[src/hw/rtl/assert_macros.svh]
// Assertion helpers shared by the resampler RTL.
`ifndef ASSERT_MACROS_SVH
`define ASSERT_MACROS_SVH

`ifndef ASSERT_OFF

// A property checked on every rising edge outside reset.
`define SPR_ASSERT(lbl, clk, rstn, prop, msg) \
	lbl: assert property (@(posedge clk) disable iff (!rstn) (prop)) \
		else $error(msg);

// An implication checked in the same cycle outside reset.
`define SPR_ASSERT_IMP(lbl, clk, rstn, ante, cons, msg) \
	lbl: assert property (@(posedge clk) disable iff (!rstn) (ante) |-> (cons)) \
		else $error(msg);

`else

`define SPR_ASSERT(lbl, clk, rstn, prop, msg)
`define SPR_ASSERT_IMP(lbl, clk, rstn, ante, cons, msg)

`endif

`endif

[src/hw/rtl/spr_pkg.sv]
package spr_pkg;

	localparam int WEIGHT_BITS = 16;
	localparam int OFFSET_BITS = 16;
	localparam int THR_W       = 8;
	localparam int INDEX_W     = 10;

	localparam logic [THR_W-1:0] THR_RESET = 8'd128;

	typedef logic [1:0] action_t;

	localparam action_t ACT_LOAD  = 2'd0;
	localparam action_t ACT_START = 2'd1;
	localparam action_t ACT_FETCH = 2'd2;

	localparam logic KIND_STATUS = 1'b0;
	localparam logic KIND_INDEX  = 1'b1;

	// Outcome of the effective-count check.
	typedef struct packed {
		logic done;
		logic walk;
	} spr_neff_res_t;

endpackage

[src/hw/rtl/spr_neff.sv]
module spr_neff #(
	parameter int CNT_W = 11,
	parameter int CUM_W = 26,
	parameter int SQ_W  = 42
) (
	input  logic                        clk,
	input  logic                        arst_n,
	input  logic                        go,
	input  logic [CUM_W-1:0]            total,
	input  logic [SQ_W-1:0]             sumsq,
	input  logic [CNT_W-1:0]            count,
	input  logic [spr_pkg::THR_W-1:0]   threshold,
	output spr_pkg::spr_neff_res_t      res
);
	import spr_pkg::*;

	localparam int TC_W  = THR_W + CNT_W;
	localparam int LO_W  = (SQ_W + 1) / 2;
	localparam int HI_W  = SQ_W - LO_W;
	localparam int TSQ_W = 2 * CUM_W;
	localparam int L_W   = TSQ_W + 8;
	localparam int R_W   = TC_W + SQ_W;
	localparam int CMP_W = (L_W > R_W) ? L_W : R_W;

	logic              valid_s1, valid_s2;
	logic [TSQ_W-1:0]  tsq_s1, tsq_s2;
	logic [TC_W-1:0]   tc_s1;
	logic [SQ_W-1:0]   sq_s1;
	logic [TC_W+LO_W-1:0] plo_s2;
	logic [TC_W+HI_W-1:0] phi_s2;
	logic [CMP_W-1:0]  lhs, rhs;
	logic              done_q, walk_q;

	always_ff @(posedge clk or negedge arst_n) begin
		if (!arst_n) begin
			valid_s1 <= 1'b0;
			valid_s2 <= 1'b0;
			done_q   <= 1'b0;
		end else begin
			valid_s1 <= go;
			valid_s2 <= valid_s1;
			done_q   <= valid_s2;
		end
	end

	// The threshold-count product is split against the two halves of the
	// square sum so that no single multiplier grows too wide.
	always_ff @(posedge clk) begin
		tsq_s1 <= TSQ_W'(total) * TSQ_W'(total);
		tc_s1  <= TC_W'(threshold) * TC_W'(count);
		sq_s1  <= sumsq;
		tsq_s2 <= tsq_s1;
		plo_s2 <= (TC_W+LO_W)'(tc_s1) * (TC_W+LO_W)'(sq_s1[LO_W-1:0]);
		phi_s2 <= (TC_W+HI_W)'(tc_s1) * (TC_W+HI_W)'(sq_s1[SQ_W-1:LO_W]);
		walk_q <= !(lhs > rhs);
	end

	assign lhs = CMP_W'({tsq_s2, 8'd0});
	assign rhs = (CMP_W'(phi_s2) << LO_W) + CMP_W'(plo_s2);

	assign res.done = done_q;
	assign res.walk = walk_q;

endmodule

[config.mk]
export PLATFORM = sky130hd
export DESIGN_NAME = spr_neff
export DESIGN_NICKNAME = d
export VERILOG_FILES = /design/src/hw/rtl/assert_macros.svh /design/src/hw/rtl/spr_pkg.sv /design/src/hw/rtl/spr_neff.sv
export SDC_FILE = /design/constraint.sdc
export NUM_CORES = 2
export LEC_CHECK = 0
export ABC_AREA = 1
export ABC_CLOCK_PERIOD_IN_PS = 6200
export BUFFER_PORTS_ARGS = -buffer_cell sky130_fd_sc_hd__buf_4
export CAP_MARGIN = 15
export CORE_UTILIZATION = 30
export DETAILED_ROUTE_END_ITERATION = 8
export PLACE_DENSITY = 0.41
export RECOVER_POWER = 25
export SYNTH_ARGS = -nofsm -noshare
export SYNTH_HDL_FRONTEND = slang
export SYNTH_SLANG_ARGS = --single-unit
[constraint.sdc]
create_clock -name clk -period 6.2 [get_ports clk]
set_input_delay 0.62 -clock clk [delete_from_list [all_inputs] [get_ports clk]]
set_output_delay 0.62 -clock clk [all_outputs]
set_load 0.01 [all_outputs]
# Yosys cells after proc, flatten, opt, wreduce, memory -nomap -nowiden
# Cells that the tools add are included.
# Widths: inputs -> output; s select.
# totals
regBits	249
in_bits	90
output_inout_bits	2
# op_classes
n_mul	4
n_reduce_logical	1
add_sub_neg	1
order_cmp	1
# ops
op	count
$mul 19x21->40	2
$add 61x40->61	1
$gt 60x61->1	1
$mul 26x26->52	1
$mul 8x11->19	1
$logic_not 1->1	1

# Longest topological paths before layout
# depth
ltp_word	3
mapped_depth	30
mapped_depth_nobuf	28

# Worst setup path after synthesis
# No wires, ideal clock.
# synth_timing
path_kind	input -> register
start	input total[20]
end	register tsq_s1[36]
path_buffers	2
t_arrival_ps	6199
setup_slack_ps	-119
path_stages	22
setup_ps	120
cell_sequence	clkbuf_1 -> clkbuf_1 -> nand2_1 -> fa_1 -> inv_1 -> fa_1 -> inv_1 -> fa_1 -> inv_1 -> fa_1 -> fa_1 -> fa_1 -> inv_1 -> fa_1 -> inv_1 -> ha_1 -> a21o_1 -> a21oi_1 -> a21boi_0 -> o21a_1 -> nand2_1 -> xor2_1
# synth_between
elab_chain_cells	1
# synth_rtl
item	line	text
from (decl)	spr_neff.sv:9	input logic [CUM_W-1:0] total,
$mul 26x26->52	spr_neff.sv:49	tsq_s1 <= TSQ_W'(total) * TSQ_W'(total);
to (signal assigned)	spr_neff.sv:49	
to (decl)	spr_neff.sv:26	logic [TSQ_W-1:0] tsq_s1, tsq_s2;
# Every way passes these cells.

# Worst setup path after layout
# layout_timing
start	register tc_s1[4]
end	register phi_s2[37]
# layout_between
elab_chain_cells	1
# layout_rtl
item	line	text
from (decl)	spr_neff.sv:27	logic [TC_W-1:0] tc_s1;
from (signal assigned)	spr_neff.sv:50	tc_s1 <= TC_W'(threshold) * TC_W'(count);
$mul 19x21->40	spr_neff.sv:54	phi_s2 <= (TC_W+HI_W)'(tc_s1) * (TC_W+HI_W)'(sq_s1[SQ_W-1:LO_W]);
to (signal assigned)	spr_neff.sv:54	
to (decl)	spr_neff.sv:30	logic [TC_W+HI_W-1:0] phi_s2;
# Every way passes these cells.

==> metrics.csv <==
stage,metric,value,unit
worst_setup_path,required,6700,ps
detailed_routing,drc,0,
global_route,grt_start_max_net_pins,43,
global_route,use_met1,23.7,%
logic_synthesis,synth_flop_cell,dfxtp_1,
clocking,clockBufferDepth,3,
logic_synthesis,ys_seq_elements,247,
placement,pre_cts_ws,-529,ps
logic_synthesis,yosysWarningCount,0,
logic_synthesis,synth_top_family_by_area,adder cells,
logic_synthesis,syn_area_per_cell,7.94,µm²
floorplan,die-area,196000,µm²
sta,slew_viol_final,0,
worst_setup_path,reg2reg_depth,24,
sta,max_freq,168,MHz
logic_synthesis,syn_nets,9207,
detailed_routing,via_per_inst,4.38,
placement,gp_congestion,0.865,
clocking,cts-buffers-inserted,35,
global_route,grt_pass1_vias,50164,
floorplan,die_w,443,µm
logic_synthesis,seq_area_frac_synth,8.50,%
worst_setup_path,r2r-end,phi_s2[37],
hold_path,hold_class,primary input to flop,
logic_synthesis,netlist_instances,7348,
worst_setup_path,cpMaxStageDelayCell,fa_1,
logic_synthesis,syn_area,58400,µm²
worst_setup_path,worst-setup-path-type,flop to flop,
floorplan,ios,92,
final_layout,instances_no_fill,10265,
floorplan,coreArea,193000,µm²
floorplan,die_h,443,µm
global_route,use_met3,1.18,%
clocking,cts_root_buffer,clkbuf_16,
logic_synthesis,synth_edf_count,0,
detailed_routing,detail-route-antenna-nets,0,
sta,skew,37.5,ps
clocking,ctsHtreeMaxLevel,2,
worst_setup_path,timing.rr.start,tc_s1[4],
sta,maxSlewHeadroom,58.9,%
placement,dp_hpwl,146,mm
logic_synthesis,synth_compound_area_share,4.18,%
worst_setup_path,cp_max_fo,6,
worst_setup_path,slowest_delay,540,ps
final_layout,antenna_cells,0,
logic_synthesis,yosys.area_share.simple,15.4,%
global_route,grt_pass1_wl,276,mm
worst_setup_path,rrSetupSlack,260,ps
sta,finalSetupTns,0,ps
global_route,top_usage_layer,met2,
hold_path,hold_depth,1,
final_layout,area_growth,14.6,%
sta,fin_crit_sh,95.9,%
floorplan,initial_core_util,30.2,%
final_layout,drive_gt1_share,10.0,%
placement,io_buffers,91,
detailed_routing,dr.pass1.iters,7,
sta,worst_pin_slew,617,ps
clocking,cts.sinks,247,
worst_setup_path,crit_chain,"buf_6, nand2_1, fa_1, inv_1, fa_1, inv_1, fa_1, inv_1, fa_1, inv_1, fa_1, inv_1, fa_1, ha_1, buf_4, nand2_1, nor2_1, inv_1, nor2_2, inv_2, nor3_2, nand4_1, nand3_1, xor2_1",
clocking,clk_pin_slew,60,ps
sta,hold_violations,0,
global_route,overflow,0,
clocking,clk_latency,610,ps
detailed_routing,wl,170,mm
floorplan,num_rows,161,
hold_path,min_from,sumsq[15],
worst_setup_path,endpoint_kind,flop,
logic_synthesis,synth_xor_area_share,2.45,%
detailed_routing,first_iter_violations,1985,
detailed_routing,vias,44976,
logic_synthesis,async_reset_ff_share,1.21,%
clocking,cts_tree,done,
placement,dp_cells,10197,
global_route,grt_util_met2,31.6,%
detailed_routing,wl_per_cell,16.5,µm
logic_synthesis,synth_mux_area_share,0,%
sta,fin_ws,257,ps
run,cap_violations,0,
worst_setup_path,worstSetupStartpointType,flop,
final_layout,nets,9574,
hold_path,hold-path-endpoint,sq_s1[15],
worst_setup_path,arrival,6440,ps
logic_synthesis,synth.distinct_cells,51,
global_route,antenna_found_initial,0,
sta,min_period,5940,ps
sta,rsz0062_at_grt,false,
global_route,gr-usage-all-layers,17.8,%
sta,setup_viol,0,
status,status,finished clean,
logic_synthesis,synthAdderAreaFrac,53.5,%
through the flow:
step / utilization (%) / instance area, µm² / hold slack [ps]
floorplan: - / 58400 / 310
global placement: 33.9 / 65400 / 312
detailed placement: 33.9 / 65400 / 312
CTS: 34.5 / 66700 / 47.8
global route: 34.7 / 66900 / 103
finish: 34.7 / 66900 / 135
cell usage in the layout (no fill, tap or decap), types with 6 or more instances in the layout:
cell type and count:
dfxtp_2 23, inv_1 2194, buf_6 7, nand2_1 1756, nor3_1 28, clkbuf_16 36, buf_12 35, nand2_2 13
ha_1 556, nand3_1 105, nor3_2 6, xnor2_1 60, a21boi_0 6, o21bai_1 22, a31oi_1 21, nand3_2 6
fa_1 1211, dfxtp_4 6, a21oi_1 185, nand4_1 35, o21a_1 7, buf_4 519, a21o_1 34, nor4_1 6
o21ai_0 85, dfxtp_1 215, xor2_1 103, a21oi_2 12, nor2_2 23, clkbuf_4 40, o21ai_1 22, nor2_1 272
sequential cells by signal (all words and copies together) (netlist names):
signal    flops
tsq_s1       51
phi_s2       40
valid_s1      1
walk_q        1
tsq_s2       51
tc_s1        19
done_q        1
plo_s2       40
valid_s2      1
sq_s1        42
synthesized netlist by cell type (3+ instances only):
cell type,count,area (µm²)
a211oi_1,4,30.0
a21boi_0,9,67.6
a21o_1,34,255
a21oi_1,192,961
a21oi_2,5,43.8
a31oi_1,21,131
and2_1,3,18.8
and3_1,5,31.3
buf_1,25,93.8
clkbuf_1,251,942
dfrtp_1,3,75.1
dfxtp_1,244,4880
fa_1,1212,24300
ha_1,557,6970
inv_1,2194,8240
inv_2,5,18.8
nand2_1,1758,6600
nand2_2,11,68.8
nand3_1,105,526
nand3_2,6,60.1
nand3b_1,3,22.5
nand4_1,35,219
nor2_1,280,1050
nor2_2,15,93.8
nor3_1,29,145
nor3_2,5,50.1
nor4_1,7,43.8
o211ai_1,5,37.5
o21a_1,7,52.6
o21ai_0,91,455
o21ai_1,16,80.1
o21ai_2,3,26.3
o21bai_1,22,165
o311ai_0,3,26.3
xnor2_1,60,526
xor2_1,103,902
layout make-up:
cell class | count | area [µm²]
fill | 20646 | 126000
timing repair buffer | 608 | 5050
inverter | 2199 | 8250
clock inverter | 19 | 269
clock buffer | 42 | 963
sequential | 247 | 5010
tap | 2526 | 3160
multi-input combinational | 4624 | 44200
per-layer routing:
| metal | up-vias | share of wire (%) |
|---|---|---|
| met4 | 0 | 2.3 |
| li1 | 21700 | - |
| met5 | - | 0 |
| met3 | 173 | 2.7 |
| met2 | 573 | 49 |
| met1 | 22530 | 46 |
worst max-delay path by stage:
stage | end | slack, ps | cells past startpoint | startpoint
finish | phi_s2[37] | 260 | 24 | tc_s1[4]
global placement | tsq_s1[48] | -520 | 24 | total[12]
detailed placement | tsq_s1[48] | -530 | 24 | total[13]
CTS | plo_s2[38] | 5 | 19 | tc_s1[6]
floorplan | tsq_s1[36] | -20 | 22 | total[20]
global route | tsq_s1[41] | 0.6 | 24 | total[9]
worst max-delay path, delay by kind of cell (launching register included):
kind                     cells  cell delay, ps
XOR/XNOR                     1             160
adder cells (fa/ha/maj)      7            3480
flip-flops                   1             500
buffers and inverters        9             780
AND/OR/NAND/NOR              7             890
what timing repair did:
item | in CTS | in global routing
endpoints found under the hold margin | 3 | 0
pin swaps | 0 | 1
setup endpoints to repair | 3 | 61
buffers inserted | 0 | 6
hold buffers | 1 | 0
gates resized for setup | 2 | 54
cells by family after synthesis:
| logic type | after synthesis |
|---|---|
| buf+inv | 2477 |
| simple gates | 2269 |
| fa+ha+maj | 1769 |
| flops | 247 |
| compound gates | 423 |
| xor+xnor | 163 |
Power is left out: the tool's default activity adds up to more than one toggle a clock period on the data nets, which glitch-free logic cannot reach.
